[src/rtl/udpfhc_pkg.sv]
// Shared types, constants and helper functions for the UDP forward header checksum block.
// Used by every module of the block; depends on nothing.
package udpfhc_pkg;

	localparam int MAX_SUM_BYTES_DEF   = 1480;
	localparam int MAX_FRAME_BYTES_DEF = 2048;

	localparam int UDP_START     = 34;
	localparam int MIN_FRAME     = 42;
	localparam int POS_ETHERTYPE = 13;
	localparam int POS_HDR_FIRST = 15;
	localparam int POS_HDR_LAST  = 23;
	localparam int POS_PROTO     = 23;
	localparam int POS_DPORT     = 37;
	localparam int POS_ULEN      = 39;
	localparam int POS_UCHECK    = 41;

	localparam logic [15:0] ETHERTYPE_IPV4 = 16'h0800;
	localparam logic [7:0]  PROTO_UDP      = 8'd17;

	localparam int HSUM_W = 19;
	localparam int HFIN_W = 20;
	localparam int ADDR_W = 18;

	localparam logic [15:0] LISTEN_PORT_RST = 16'd7999;
	localparam logic [31:0] NEW_SRC_IP_RST  = 32'd3232299371;
	localparam logic [31:0] NEW_DST_IP_RST  = 32'd3232299314;
	localparam logic [15:0] EGRESS_IF_RST   = 16'd5;

	localparam int CFG_IDX_W  = 2;
	localparam int CFG_DATA_W = 32;

	typedef enum logic [CFG_IDX_W-1:0] {
		REG_LISTEN_PORT = 2'd0,
		REG_NEW_SRC_IP  = 2'd1,
		REG_NEW_DST_IP  = 2'd2,
		REG_EGRESS_IF   = 2'd3
	} cfg_reg_e;

	typedef struct packed {
		logic [15:0] listen_port;
		logic [31:0] new_source_ip;
		logic [31:0] new_dest_ip;
		logic [15:0] egress_interface;
	} cfg_t;

	typedef struct packed {
		logic        long_enough;
		logic [15:0] ether_type;
		logic [7:0]  ip_protocol;
		logic [15:0] dest_port;
		logic [15:0] udp_length;
	} frame_info_t;

	function automatic int psum_width(input int max_sum);
		return $clog2((max_sum / 2 + 1) * 65535 + 1);
	endfunction

	function automatic logic [15:0] finish_sum(input logic [31:0] s);
		logic [31:0] t;
		t = {16'b0, s[15:0]} + {16'b0, s[31:16]};
		t = {16'b0, t[15:0]} + {16'b0, t[31:16]};
		return ~t[15:0];
	endfunction

endpackage

[src/rtl/udpfhc_byte_if.sv]
// Byte stream channel carrying one frame byte and its end-of-frame flag per beat.
// Standalone interface; no package dependency.
interface udpfhc_byte_if;
	logic       valid;
	logic       ready;
	logic [7:0] data_byte;
	logic       last_byte;

	modport source (output valid, data_byte, last_byte, input ready);
	modport sink (input valid, data_byte, last_byte, output ready);
endinterface

[src/rtl/udpfhc_result_if.sv]
// Result channel carrying the verdict, egress interface and both checksums per beat.
// Standalone interface; no package dependency.
interface udpfhc_result_if;
	logic        valid;
	logic        ready;
	logic        verdict;
	logic [15:0] out_interface;
	logic [15:0] header_checksum;
	logic [15:0] udp_checksum;

	modport source (output valid, verdict, out_interface, header_checksum, udp_checksum,
		input ready);
	modport sink (input valid, verdict, out_interface, header_checksum, udp_checksum,
		output ready);
endinterface

[src/rtl/udp_forward_header_checksum.sv]
// Top level of the UDP forward header checksum block: config registers, byte accumulator, finish stage.
// Depends on udpfhc_pkg, udpfhc_byte_if, udpfhc_result_if, udpfhc_cfg, udpfhc_accum, udpfhc_finish.
//
// The block takes one frame byte per cycle while it is not stalled, with no gaps needed between frames.
// Each byte updates the running header and UDP sums directly, which sets the rate of one beat per clock. On
// the last byte the frame summary is registered; the finish stage then adds the new addresses, folds
// the carries and registers the result beat. The frame input stalls only while a finished summary
// waits behind an unread result beat.
module udp_forward_header_checksum #(
	parameter int MAX_SUM_BYTES   = udpfhc_pkg::MAX_SUM_BYTES_DEF,
	parameter int MAX_FRAME_BYTES = udpfhc_pkg::MAX_FRAME_BYTES_DEF
) (
	input  logic                              clk,
	input  logic                              arst_n,
	input  logic                              cfg_wr_en,
	input  logic [udpfhc_pkg::CFG_IDX_W-1:0]  cfg_index,
	input  logic [udpfhc_pkg::CFG_DATA_W-1:0] cfg_wdata,
	udpfhc_byte_if.sink                       frame,
	udpfhc_result_if.source                   result
);

	localparam int PSUM_W = udpfhc_pkg::psum_width(MAX_SUM_BYTES);

	udpfhc_pkg::cfg_t              cfg;
	udpfhc_pkg::frame_info_t       info_s1;
	logic                          s1_valid;
	logic                          fin_ready;
	logic [udpfhc_pkg::HSUM_W-1:0] hsum_s1;
	logic [PSUM_W-1:0]             psum_s1;

	udpfhc_cfg u_cfg (
		.clk       (clk),
		.arst_n    (arst_n),
		.cfg_wr_en (cfg_wr_en),
		.cfg_index (cfg_index),
		.cfg_wdata (cfg_wdata),
		.cfg       (cfg)
	);

	udpfhc_accum #(
		.MAX_SUM_BYTES   (MAX_SUM_BYTES),
		.MAX_FRAME_BYTES (MAX_FRAME_BYTES),
		.PSUM_W          (PSUM_W)
	) u_accum (
		.clk       (clk),
		.arst_n    (arst_n),
		.frame     (frame),
		.fin_ready (fin_ready),
		.s1_valid  (s1_valid),
		.info_s1   (info_s1),
		.hsum_s1   (hsum_s1),
		.psum_s1   (psum_s1)
	);

	udpfhc_finish #(
		.MAX_SUM_BYTES (MAX_SUM_BYTES),
		.PSUM_W        (PSUM_W)
	) u_finish (
		.clk       (clk),
		.arst_n    (arst_n),
		.cfg       (cfg),
		.s1_valid  (s1_valid),
		.info_s1   (info_s1),
		.hsum_s1   (hsum_s1),
		.psum_s1   (psum_s1),
		.fin_ready (fin_ready),
		.result    (result)
	);

endmodule

[src/rtl/udpfhc_cfg.sv]
// Configuration register file for the UDP forward header checksum block.
// Depends on udpfhc_pkg for register codes, reset values and the cfg_t type.
module udpfhc_cfg (
	input  logic                                 clk,
	input  logic                                 arst_n,
	input  logic                                 cfg_wr_en,
	input  logic [udpfhc_pkg::CFG_IDX_W-1:0]     cfg_index,
	input  logic [udpfhc_pkg::CFG_DATA_W-1:0]    cfg_wdata,
	output udpfhc_pkg::cfg_t                     cfg
);

	udpfhc_pkg::cfg_t cfg_q;

	always_ff @(posedge clk or negedge arst_n) begin
		if (!arst_n) begin
			cfg_q.listen_port      <= udpfhc_pkg::LISTEN_PORT_RST;
			cfg_q.new_source_ip    <= udpfhc_pkg::NEW_SRC_IP_RST;
			cfg_q.new_dest_ip      <= udpfhc_pkg::NEW_DST_IP_RST;
			cfg_q.egress_interface <= udpfhc_pkg::EGRESS_IF_RST;
		end else if (cfg_wr_en) begin
			case (cfg_index)
				udpfhc_pkg::REG_LISTEN_PORT: cfg_q.listen_port <= cfg_wdata[15:0];
				udpfhc_pkg::REG_NEW_SRC_IP:  cfg_q.new_source_ip <= cfg_wdata;
				udpfhc_pkg::REG_NEW_DST_IP:  cfg_q.new_dest_ip <= cfg_wdata;
				udpfhc_pkg::REG_EGRESS_IF:   cfg_q.egress_interface <= cfg_wdata[15:0];
				default: ;
			endcase
		end
	end

	assign cfg = cfg_q;

endmodule

[src/rtl/udpfhc_accum.sv]
// Byte parser and running sums: one frame byte per cycle while ready, frame summary registered on the last byte.
// Depends on udpfhc_pkg and the udpfhc_byte_if interface.
module udpfhc_accum #(
	parameter int MAX_SUM_BYTES   = udpfhc_pkg::MAX_SUM_BYTES_DEF,
	parameter int MAX_FRAME_BYTES = udpfhc_pkg::MAX_FRAME_BYTES_DEF,
	parameter int PSUM_W          = udpfhc_pkg::psum_width(MAX_SUM_BYTES)
) (
	input  logic                             clk,
	input  logic                             arst_n,
	udpfhc_byte_if.sink                      frame,
	input  logic                             fin_ready,
	output logic                             s1_valid,
	output udpfhc_pkg::frame_info_t          info_s1,
	output logic [udpfhc_pkg::HSUM_W-1:0]    hsum_s1,
	output logic [PSUM_W-1:0]                psum_s1
);

	localparam int POS_W      = $clog2(MAX_FRAME_BYTES + 1);
	localparam int REGION_END = udpfhc_pkg::UDP_START + MAX_SUM_BYTES - 1;

	logic [POS_W-1:0]              pos_q;
	logic [7:0]                    held_q;
	logic [15:0]                   ether_q;
	logic [7:0]                    proto_q;
	logic [15:0]                   dport_q;
	logic [15:0]                   ulen_q;
	logic [udpfhc_pkg::HSUM_W-1:0] hsum_q;
	logic [PSUM_W-1:0]             psum_q;

	logic [POS_W-1:0]              pos_n;
	logic [7:0]                    held_n;
	logic [15:0]                   ether_n;
	logic [7:0]                    proto_n;
	logic [15:0]                   dport_n;
	logic [15:0]                   ulen_n;
	logic [udpfhc_pkg::HSUM_W-1:0] hsum_n;
	logic [PSUM_W-1:0]             psum_n;

	logic [31:0] p;
	logic        active;
	logic        odd;
	logic        in_region;
	logic [15:0] w;
	logic [15:0] payload_add;
	logic        accept;
	logic        frame_end;

	assign frame.ready = !s1_valid || fin_ready;
	assign accept      = frame.valid && frame.ready;
	assign frame_end   = accept && frame.last_byte;

	assign p         = 32'(pos_q);
	assign active    = p < 32'(MAX_FRAME_BYTES);
	assign odd       = pos_q[0];
	assign w         = {held_q, frame.data_byte};
	assign in_region = (p >= 32'(udpfhc_pkg::UDP_START)) && (p <= 32'(REGION_END));

	always_comb begin
		payload_add = '0;
		if (in_region) begin
			if (odd) begin
				if (p != 32'(udpfhc_pkg::POS_UCHECK)) begin
					payload_add = w;
				end
			end else if (frame.last_byte || p == 32'(REGION_END) ||
				p == 32'(MAX_FRAME_BYTES - 1)) begin
				payload_add = {frame.data_byte, 8'h00};
			end
		end
	end

	always_comb begin
		pos_n   = pos_q;
		held_n  = held_q;
		ether_n = ether_q;
		proto_n = proto_q;
		dport_n = dport_q;
		ulen_n  = ulen_q;
		hsum_n  = hsum_q;
		psum_n  = psum_q;
		if (active) begin
			pos_n  = pos_q + POS_W'(1);
			psum_n = psum_q + PSUM_W'(payload_add);
			if (!odd) begin
				held_n = frame.data_byte;
			end else begin
				if (p == 32'(udpfhc_pkg::POS_ETHERTYPE)) begin
					ether_n = w;
				end
				if (p >= 32'(udpfhc_pkg::POS_HDR_FIRST) && p <= 32'(udpfhc_pkg::POS_HDR_LAST)) begin
					hsum_n = hsum_q + udpfhc_pkg::HSUM_W'(w);
				end
				if (p == 32'(udpfhc_pkg::POS_DPORT)) begin
					dport_n = w;
				end
				if (p == 32'(udpfhc_pkg::POS_ULEN)) begin
					ulen_n = w;
				end
			end
			if (p == 32'(udpfhc_pkg::POS_PROTO)) begin
				proto_n = frame.data_byte;
			end
		end
	end

	always_ff @(posedge clk or negedge arst_n) begin
		if (!arst_n) begin
			pos_q   <= '0;
			held_q  <= '0;
			ether_q <= '0;
			proto_q <= '0;
			dport_q <= '0;
			ulen_q  <= '0;
			hsum_q  <= '0;
			psum_q  <= '0;
		end else if (frame_end) begin
			pos_q   <= '0;
			held_q  <= '0;
			ether_q <= '0;
			proto_q <= '0;
			dport_q <= '0;
			ulen_q  <= '0;
			hsum_q  <= '0;
			psum_q  <= '0;
		end else if (accept) begin
			pos_q   <= pos_n;
			held_q  <= held_n;
			ether_q <= ether_n;
			proto_q <= proto_n;
			dport_q <= dport_n;
			ulen_q  <= ulen_n;
			hsum_q  <= hsum_n;
			psum_q  <= psum_n;
		end
	end

	always_ff @(posedge clk or negedge arst_n) begin
		if (!arst_n) begin
			s1_valid <= 1'b0;
		end else if (frame_end) begin
			s1_valid <= 1'b1;
		end else if (fin_ready) begin
			s1_valid <= 1'b0;
		end
	end

	always_ff @(posedge clk) begin
		if (frame_end) begin
			info_s1.long_enough <= 32'(pos_n) >= 32'(udpfhc_pkg::MIN_FRAME);
			info_s1.ether_type  <= ether_n;
			info_s1.ip_protocol <= proto_n;
			info_s1.dest_port   <= dport_n;
			info_s1.udp_length  <= ulen_n;
			hsum_s1             <= hsum_n;
			psum_s1             <= psum_n;
		end
	end

	assert property (@(posedge clk) disable iff (!arst_n)
		32'(pos_q) <= 32'(MAX_FRAME_BYTES))
		else $error("byte position ran past the frame limit");

	assert property (@(posedge clk) disable iff (!arst_n)
		frame_end |=> (pos_q == '0) && (psum_q == '0) && s1_valid)
		else $error("frame end did not clear the sums and load the summary");

	assert property (@(posedge clk) disable iff (!arst_n)
		(s1_valid && !fin_ready) |=> (s1_valid && $stable(psum_s1) && $stable(hsum_s1)))
		else $error("frame summary changed while waiting for the finish stage");

endmodule

[src/rtl/udpfhc_finish.sv]
// Verdict and checksum finish stage: adds address words, folds carries, registers the result beat.
// Depends on udpfhc_pkg and the udpfhc_result_if interface.
module udpfhc_finish #(
	parameter int MAX_SUM_BYTES = udpfhc_pkg::MAX_SUM_BYTES_DEF,
	parameter int PSUM_W        = udpfhc_pkg::psum_width(MAX_SUM_BYTES)
) (
	input  logic                             clk,
	input  logic                             arst_n,
	input  udpfhc_pkg::cfg_t                 cfg,
	input  logic                             s1_valid,
	input  udpfhc_pkg::frame_info_t          info_s1,
	input  logic [udpfhc_pkg::HSUM_W-1:0]    hsum_s1,
	input  logic [PSUM_W-1:0]                psum_s1,
	output logic                             fin_ready,
	udpfhc_result_if.source                  result
);

	localparam int UFIN_W = PSUM_W + 2;

	logic [udpfhc_pkg::ADDR_W-1:0] addr_sum;
	logic [udpfhc_pkg::HFIN_W-1:0] hfin;
	logic [UFIN_W-1:0]             ufin;
	logic                          redirect;
	logic                          take;
	logic                          valid_q;
	logic                          verdict_q;
	logic [15:0]                   ifc_q;
	logic [15:0]                   hc_q;
	logic [15:0]                   uc_q;

	assign fin_ready = !valid_q || result.ready;
	assign take      = s1_valid && fin_ready;

	assign addr_sum = udpfhc_pkg::ADDR_W'(cfg.new_source_ip[31:16]) +
		udpfhc_pkg::ADDR_W'(cfg.new_source_ip[15:0]) +
		udpfhc_pkg::ADDR_W'(cfg.new_dest_ip[31:16]) +
		udpfhc_pkg::ADDR_W'(cfg.new_dest_ip[15:0]);

	assign hfin = udpfhc_pkg::HFIN_W'(hsum_s1) + udpfhc_pkg::HFIN_W'(addr_sum);
	assign ufin = UFIN_W'(psum_s1) + UFIN_W'(addr_sum) +
		UFIN_W'(udpfhc_pkg::PROTO_UDP) + UFIN_W'(info_s1.udp_length);

	assign redirect = info_s1.long_enough &&
		(info_s1.ether_type == udpfhc_pkg::ETHERTYPE_IPV4) &&
		(info_s1.ip_protocol == udpfhc_pkg::PROTO_UDP) &&
		(info_s1.dest_port == cfg.listen_port);

	always_ff @(posedge clk or negedge arst_n) begin
		if (!arst_n) begin
			valid_q <= 1'b0;
		end else if (fin_ready) begin
			valid_q <= s1_valid;
		end
	end

	always_ff @(posedge clk) begin
		if (take) begin
			verdict_q <= redirect;
			ifc_q     <= redirect ? cfg.egress_interface : 16'h0000;
			hc_q      <= redirect ? udpfhc_pkg::finish_sum(32'(hfin)) : 16'h0000;
			uc_q      <= redirect ? udpfhc_pkg::finish_sum(32'(ufin)) : 16'h0000;
		end
	end

	assign result.valid           = valid_q;
	assign result.verdict         = verdict_q;
	assign result.out_interface   = ifc_q;
	assign result.header_checksum = hc_q;
	assign result.udp_checksum    = uc_q;

	assert property (@(posedge clk) disable iff (!arst_n)
		take |=> valid_q)
		else $error("frame summary taken without producing a result beat");

	assert property (@(posedge clk) disable iff (!arst_n)
		(valid_q && !verdict_q) |-> ((ifc_q == 16'h0000) && (hc_q == 16'h0000) &&
		(uc_q == 16'h0000)))
		else $error("pass verdict carries nonzero fields");

endmodule

[src/flat_wrapper.sv]
// flat-port wrapper written by rule: the top's interface ports become plain ports
module udp_forward_header_checksum_flat 
#(
	parameter int MAX_SUM_BYTES   = udpfhc_pkg::MAX_SUM_BYTES_DEF,
	parameter int MAX_FRAME_BYTES = udpfhc_pkg::MAX_FRAME_BYTES_DEF
)
  (clk, arst_n, cfg_wr_en, cfg_index, cfg_wdata, frame_valid, frame_data_byte, frame_last_byte, frame_ready, result_valid, result_verdict, result_out_interface, result_header_checksum, result_udp_checksum, result_ready);
  udpfhc_byte_if frame_i ();
  udpfhc_result_if result_i ();
  input  logic clk;
  input  logic arst_n;
  input  logic cfg_wr_en;
  input  logic [udpfhc_pkg::CFG_IDX_W-1:0] cfg_index;
  input  logic [udpfhc_pkg::CFG_DATA_W-1:0] cfg_wdata;
  input wire logic [$bits(frame_i.valid)-1:0] frame_valid;
  input wire logic [$bits(frame_i.data_byte)-1:0] frame_data_byte;
  input wire logic [$bits(frame_i.last_byte)-1:0] frame_last_byte;
  output wire logic [$bits(frame_i.ready)-1:0] frame_ready;
  output wire logic [$bits(result_i.valid)-1:0] result_valid;
  output wire logic [$bits(result_i.verdict)-1:0] result_verdict;
  output wire logic [$bits(result_i.out_interface)-1:0] result_out_interface;
  output wire logic [$bits(result_i.header_checksum)-1:0] result_header_checksum;
  output wire logic [$bits(result_i.udp_checksum)-1:0] result_udp_checksum;
  input wire logic [$bits(result_i.ready)-1:0] result_ready;
  assign frame_i.valid = frame_valid;
  assign frame_i.data_byte = frame_data_byte;
  assign frame_i.last_byte = frame_last_byte;
  assign frame_ready = frame_i.ready;
  assign result_valid = result_i.valid;
  assign result_verdict = result_i.verdict;
  assign result_out_interface = result_i.out_interface;
  assign result_header_checksum = result_i.header_checksum;
  assign result_udp_checksum = result_i.udp_checksum;
  assign result_i.ready = result_ready;
  udp_forward_header_checksum #(.MAX_SUM_BYTES(MAX_SUM_BYTES), .MAX_FRAME_BYTES(MAX_FRAME_BYTES)) u_core (.clk(clk), .arst_n(arst_n), .cfg_wr_en(cfg_wr_en), .cfg_index(cfg_index), .cfg_wdata(cfg_wdata), .frame(frame_i), .result(result_i));
endmodule
[config.mk]
export PLATFORM = sky130hd
export DESIGN_NAME = udp_forward_header_checksum_flat
export DESIGN_NICKNAME = d
export VERILOG_FILES = /design/src/rtl/udpfhc_pkg.sv /design/src/rtl/udpfhc_byte_if.sv /design/src/rtl/udpfhc_result_if.sv /design/src/rtl/udp_forward_header_checksum.sv /design/src/rtl/udpfhc_cfg.sv /design/src/rtl/udpfhc_accum.sv /design/src/rtl/udpfhc_finish.sv /design/src/flat_wrapper.sv
export SDC_FILE = /design/constraint.sdc
export NUM_CORES = 1
export LEC_CHECK = 0
export ABC_CLOCK_PERIOD_IN_PS = 19600
export BUFFER_PORTS_ARGS = -buffer_cell sky130_fd_sc_hd__buf_2
export CORE_MARGIN = 1.5
export CORE_UTILIZATION = 54
export CTS_CLUSTER_SIZE = 40
export DETAILED_ROUTE_END_ITERATION = 6
export PLACE_DENSITY = 0.67
export SETUP_SLACK_MARGIN = 0.5
export SKIP_LAST_GASP = 1
export SLEW_MARGIN = 0
export SYNTH_ARGS = -nofsm -noshare
export SYNTH_HDL_FRONTEND = slang
export SYNTH_SLANG_ARGS = --single-unit
export TNS_END_PERCENT = 100
[constraint.sdc]
create_clock -name clk -period 19.6 [get_ports clk]
set_input_delay 0.98 -clock clk [delete_from_list [all_inputs] [get_ports clk]]
set_output_delay 0.98 -clock clk [all_outputs]
set_load 0.01 [all_outputs]
==> results of run 1 <==
==> stage by stage <==
step / std cells / setup WS, ns
after floorplan: 1992 / 10.64
after global placement: 2569 / 9.96
after detailed placement: 2569 / 9.68
after CTS: 2647 / 9.63
after global routing: 2647 / 8.74
final: 2648 / 9.58
==> routing by layer <==
metal	vias up	routed length [um]	share of wire
li1	7364	-	-
met1	7559	24400	0.47
met2	344	23900	0.46
met3	72	2260	0.044
met4	0	1100	0.021
met5	-	0	0
==> cells in the mapped netlist, types with 5 or more instances <==
cell type  number
ha_1          131
a21o_1         26
a22oi_1         9
dfstp_2        43
nand4_1        15
inv_1         162
nand3b_1        9
nand2b_1       22
edfxtp_1      151
nor2b_1        22
a22o_1         89
a21oi_1        77
xor2_1         54
fa_1           53
o211ai_1       15
a31oi_1        10
o31a_1          5
mux2i_1         7
nor3_1         27
and2_1         33
o21a_1         18
a211oi_1        7
o21ai_0       104
clkbuf_1       54
mux2_2        157
o31ai_1        21
dfrtp_1       176
o21bai_1        6
nor4_1          7
or3_1          17
nand2_1       110
nor2_1        108
or2_2          10
nand3_1        37
buf_1           7
and3_1         20
xnor2_1        80
==> worst max-delay path, delay by kind of cell, from the launching register on <==
family | cells | cell delay (ns)
compound gates | 18 | 3.68
xor+xnor | 2 | 0.35
fa+ha+maj | 10 | 3.39
buf+inv | 2 | 0.10
flops | 1 | 0.53
simple gates | 9 | 1.69
==> layout make-up <==
cell class | instances | share of cell area
flip-flops and latches | 370 | 0.409
clock buffers | 61 | 0.0496
diodes | 1 | 0.000102
inverters | 163 | 0.0249
well taps | 532 | 0.0270
multi-input cells | 1395 | 0.459
clock inverters | 17 | 0.00686
repair buffers | 109 | 0.0237
==> cell usage in the layout, fill, tap and decap left out, types with 11 or more instances in the layout <==
cell type,n
and3_1,20
nand2_1,109
edfxtp_1,151
ha_1,131
clkbuf_16,42
a21o_1,26
buf_4,11
fa_1,53
buf_2,97
nand4_1,15
dfrtp_1,176
o21ai_0,104
o31ai_1,21
or3_1,17
dfstp_2,43
nor2_1,107
a21oi_1,77
nor2b_1,22
xor2_1,54
a22o_1,89
and2_1,32
o211ai_1,15
xnor2_1,80
mux2_2,157
nand2b_1,22
inv_1,161
nand3_1,37
nor3_1,27
o21a_1,18
==> state kept, by name, indices dropped and copies added (netlist names), 12 cells and up <==
name and count:
u_core.u_finish.result.udp_checksum 16, u_core.u_accum.psum_q 26, u_core.u_accum.hsum_s1 19, u_core.u_accum.psum_s1 26, u_core.u_finish.result.header_checksum 16, u_core.u_accum.hsum_q 19, u_core.u_accum.dport_q 16, u_core.u_accum.info_s1 57
u_core.u_cfg.cfg 96, u_core.u_accum.ulen_q 16, u_core.u_accum.ether_q 16, u_core.u_accum.pos_q 12, u_core.u_finish.result.out_interface 16
==> kinds of logic (layout without fill, tap and decap cells) <==
logic type / Yosys count / count (layout)
compound gates: 442 / 442
xor+xnor: 135 / 135
fa+ha+maj: 184 / 184
other cells: 0 / 1
simple gates: 470 / 470
buf+inv: 227 / 350
mux: 164 / 164
flops: 370 / 370
==> worst max path at each step <==
stage / to / slack (ns) / cells after the start
final: u_core.u_finish.result.udp_checksum[14]$_SDFFCE_PN0P_ / 9.58 / 41
after global routing: u_core.u_finish.result.udp_checksum[14]$_SDFFCE_PN0P_ / 8.74 / 41
after CTS: u_core.u_finish.result.udp_checksum[14]$_SDFFCE_PN0P_ / 9.63 / 41
after detailed placement: u_core.u_finish.result.udp_checksum[14]$_SDFFCE_PN0P_ / 9.68 / 41
after global placement: u_core.u_finish.result.udp_checksum[14]$_SDFFCE_PN0P_ / 9.96 / 41
after floorplan: u_core.u_finish.result.udp_checksum[14]$_SDFFCE_PN0P_ / 10.64 / 41
==> impl_metrics.toml, run 1 <==
[die]
core_um2 = 40700
io_pins = 99
start_util = 0.545
fp-row-count = 74
dieWidth_um = 206
die_h_um = 206
die_area_um2 = 42300

[worst_hold_path]
min-delay-path-class = "in -> async"

[synth]
yosys_warnings = 0
synth_xor_area_frac = 0.0541
synth_edf_count = 151
postSynthNetCount = 2224
netlist_area_um2 = 22200
multiplexer_area_fraction_after_synthesis = 0.0828
top_cell_type_s_share_of_synthesized_area = 0.204
number_of_storage_elements_in_the_synthesis_netlist = 370
yosysUniqueCellTypes = 93
synth_area_leaders = "edfxtp_1 (20%), dfrtp_1 (20%), mux2_2 (8.0%)"
synthesized_instance_count = 1992
combinational_family_with_the_most_area_after_synthesis = "compound AO/OA/AOI/OAI gates"
compound_cell_area_share_of_the_yosys_netlist = 0.138
yosys.area_share.adder = 0.122
dominantRegCellSynth = "dfrtp_1"
postSynth.asyncResetShare = 0.592
yosys.area.top_type = "edfxtp_1"
part_of_the_yosys_area_used_for_sequential_elements = 0.454
post_synth_and_or_nand_nor_area_fraction = 0.111
syn_area_per_cell_um2 = 11.1

[timing]
finalMaxSlewViolations = 0
timing.hold.ws_ns = 0.402
timing.final.hold_violations = 0
setup_repair_after_global_routing_missed_its_margin = "false"
max_slew.worst_pin.slew_ns = 1.12
period_minus_slack_ns = 10.02
finalClockSkew_ns = 0.0134
post-route-period-util = 0.511
finalSetupViolCount = 0
fmax_ghz = 0.0998
final.setup.tns_ns = 0
worst_slew_margin_rel = 0.250

[routing]
firstDrtPassIters = 5
detail_route.vias_per_cell = 5.79
dr.first_iter.drc_count = 1010
route.detailed.drc = 0
wire_per_inst_um = 19.5
vias = 15300
routed_wirelength_mm = 51.7
antenna_left = 0

[layout]
n_fill_cell = 3355
multi_input_comb_area_um2 = 11300
final-seq-area_um2 = 10100
area_delta_synth_final_pct = 10.9
fin_util = 0.604
num-nets-final = 2313
final_layout_size_suffix_gt1_frac = 0.199
postLayoutCellArea_um2 = 24600

[cts]
ctsRootBufferMaster = "clkbuf_16"
tritoncts_num_sinks = 370
postCtsSetupBuffers = 0
h_tree_lvl_count = 2
clock_buffers_created_by_tritoncts = 42
cts.reportedPaths.clkPinSlew_ns = 0.06
cts_resized = 0
clk-insertion-delay-late_ns = 0.58
ctsHoldBuffers = 0
tritoncts = "built"
maximum_number_of_buffers_from_clock_root_to_sink = 3

[global_routing]
grt_start_max_net_pins = 103
global_route.usage.met2 = 0.385
grtUsageMet1 = 0.358
grt_pass1_vias = 14700
groute.layer.met3.usage = 0.0355
global_route_hottest_layer = "met2"
grt_pass1_wl_mm = 80.8
grt_antenna_before_repair = 1
grtUsageTotal = 0.246
grt_remaining_overflow = 0

[critical_path]
maximum_fanout_encountered_on_the_critical_timing_path = 6
reg2reg_to = "u_core.u_finish.result.udp_checksum[14]$_SDFFCE_PN0P_"
reg2regPathDepth = 41
timing.critical_path.mode_cell = "ha_1"
timing.reg2reg.setup_slack_ns = 9.58
kind_of_end_point_of_the_critical_path = "flop"
timing.critical_path.arrival_ns = 10.34
critical_path.max_stage_delay_ns = 0.53
worst_path_max_delay_cell = "dfstp_2"
critical_path.startpoint = "u_core.u_cfg.cfg[17]$_DFFE_PN1P_"
setup.worst_path.start_class = "flop"
timing.rr.start = "u_core.u_cfg.cfg[17]$_DFFE_PN1P_"
critical_path_required_ns = 19.92
kind_of_critical_path = "reg -> reg"

[placed_design]
dp.final_hpwl_mm = 36.5
port_buffers = 98
globalplace.congestion = 0.867
placed_area_um2 = 23200

[outcome]
status = "completed"

[run]
timing.max_cap.violations = 0
Power of run 1 is not shown: default switching activity piles up to over one toggle a cycle in this logic, so the estimate is an artifact.
==> run 2: changes to the inputs <==
- ABC_CLOCK_PERIOD_IN_PS: 19600 -> 8510
- PLACE_DENSITY: 0.67 -> 0.7
- clock period: 19.6 -> 8.51 ns (I/O delays scaled with it)
==> run 2 against run 1 <==
Compared with the run above: the flow now finishes with violations (negative setup slack); fmax grew 16%; design area up 5.4%; hold slack worse by 0.32 ns; cell count increased by 3.4%; wire length increased by 3.8%; largest cell class unchanged.
==> impl_metrics.toml, run 2 (synthesized netlist as in run 1, its figures left out) <==
[layout]
num-nets-final = 2405
area_delta_synth_final_pct = 16.9
largest_reg_flops = 96
final_layout_size_suffix_gt1_frac = 0.271
postLayoutCellArea_um2 = 26000
layout_common_cells = "dfrtp_1 (176), inv_1 (158), mux2_2 (157), edfxtp_1 (151), ha_1 (112)"
leading_cell_type_in_the_layout_fill_and_taps_excluded = "dfrtp_1"
final-seq-area_um2 = 10100
n_fill_cell = 3182
final_cell_count_no_fill = 2739
multi_input_comb_area_um2 = 11900
fin_util = 0.637

[routing]
route.detailed.drc = 0
routed_wirelength_mm = 53.6
antenna_left = 0
detail_route.vias_per_cell = 5.81
dr.first_iter.drc_count = 1101
vias = 15900
firstDrtPassIters = 5
wire_per_inst_um = 19.6

[outcome]
violations_in_the_final_reports = "negative setup slack"
status = "finished with violations"

[die]
fp-row-count = 74
core_um2 = 40700
die_h_um = 206
dieWidth_um = 206
die_area_um2 = 42300
start_util = 0.545
io_pins = 99

[critical_path]
setup.worst_path.start_class = "flop"
critical_path.max_stage_delay_ns = 0.60
kind_of_critical_path = "reg -> reg"
kind_of_end_point_of_the_critical_path = "flop"
timing.critical_path.arrival_ns = 8.97
worst_path_max_delay_cell = "or4_4"
critical_path_required_ns = 8.83
maximum_fanout_encountered_on_the_critical_timing_path = 6

[cts]
h_tree_lvl_count = 2
clock_buffers_created_by_tritoncts = 41
tritoncts = "built"
clk-insertion-delay-late_ns = 0.58
ctsRootBufferMaster = "clkbuf_16"
tritoncts_num_sinks = 370
maximum_number_of_buffers_from_clock_root_to_sink = 3
cts.reportedPaths.clkPinSlew_ns = 0.06

[placed_design]
port_buffers = 98
placed_area_um2 = 23700
globalplace.congestion = 0.906
dp_slack_ns = -0.125
dp.final_hpwl_mm = 37.1
placed_cells_incl_taps = 2615

[timing]
period_minus_slack_ns = 8.66
setup_ws_post_layout_ns = -0.147
fmax_ghz = 0.116
worst_slew_margin_rel = 0.237
post-route-period-util = 1.02
finalMaxSlewViolations = 0
setup_repair_after_global_routing_missed_its_margin = "true"
finalSetupViolCount = 8
max_slew.worst_pin.slew_ns = 1.14
finalClockSkew_ns = 0.0321
timing.final.hold_violations = 0

[global_routing]
grt_remaining_overflow = 0
grt_pass1_vias = 15700
grtUsageTotal = 0.255
grt_antenna_before_repair = 1
grt_start_max_net_pins = 94
grt_pass1_wl_mm = 84.1

[worst_hold_path]
min-delay-path-class = "in -> reg"

[run]
timing.max_cap.violations = 0
[run 2: final timing paths]
| kind | startpoint | endpoint | slack [ns] | cells after the start |
|---|---|---|---|---|
| min in group asynchronous | arst_n | u_core.u_cfg.cfg[57]$_DFFE_PN0P_ | 0.43 | 2 |
| max reg2reg | u_core.u_cfg.cfg[49]$_DFFE_PN1P_ | u_core.u_finish.result.header_checksum[12]$_SDFFCE_PN0P_ | -0.15 | 43 |
| max | u_core.u_cfg.cfg[49]$_DFFE_PN1P_ | u_core.u_finish.result.header_checksum[12]$_SDFFCE_PN0P_ | -0.15 | 43 |
| min reg2reg | u_core.u_accum.s1_valid$_DFFE_PN0P_ | u_core.u_finish.result.valid$_DFFE_PN0P_ | 0.48 | 1 |
| max in group asynchronous | arst_n | u_core.u_accum.dport_q[7]$_DFFE_PN0P_ | 6.59 | 3 |
| min | cfg_wdata[23] | u_core.u_cfg.cfg[71]$_DFFE_PN1P_ | 0.09 | 2 |
[run 2: stage by stage]
stage / hold slack, ns / setup TNS [ns]
floorplan: 0.130 / 0
global placement: 0.463 / 0
detailed placement: 0.486 / -0.175
CTS: 0.0540 / 0
global route: 0.0810 / -6.94
finish: 0.0871 / -0.594
[run 2: worst max-delay path: cells and delay by family, from the launching register on]
kind            cells  cell delay, ns
compound gates     13            1.94
fa+ha+maj           8            2.47
flops               1            0.54
buf+inv             6            0.54
xor+xnor            3            0.37
simple gates       13            2.52
[run 2: final cells by class]
type / count / area share
inverters: 163 / 0.0237
multi-input cells: 1395 / 0.460
flip-flops and latches: 370 / 0.388
diodes: 1 / 0.0000964
well taps: 532 / 0.0256
clock buffers: 59 / 0.0453
repair buffers: 202 / 0.0508
clock inverters: 17 / 0.00656
[run 2: routing by layer]
layer / track usage / up-vias / wire, um
met3: 0.0344 / 90 / 2570
met5: 0 / - / 0
met2: 0.409 / 391 / 25400
li1: - / 7555 / -
met1: 0.355 / 7891 / 24200
met4: 0.0865 / 0 / 1530
[run 2: timing repair]
item / CTS / global route
gates cloned: 0 / 0
gates resized for setup: 40 / 64
endpoints found under the setup margin: 24 / 28
endpoints found under the hold margin: 71 / 0
setup buffers: 29 / 17
pin swaps: 37 / 38
hold buffers: 1 / 0
Power of run 2 is left out for the same reason.
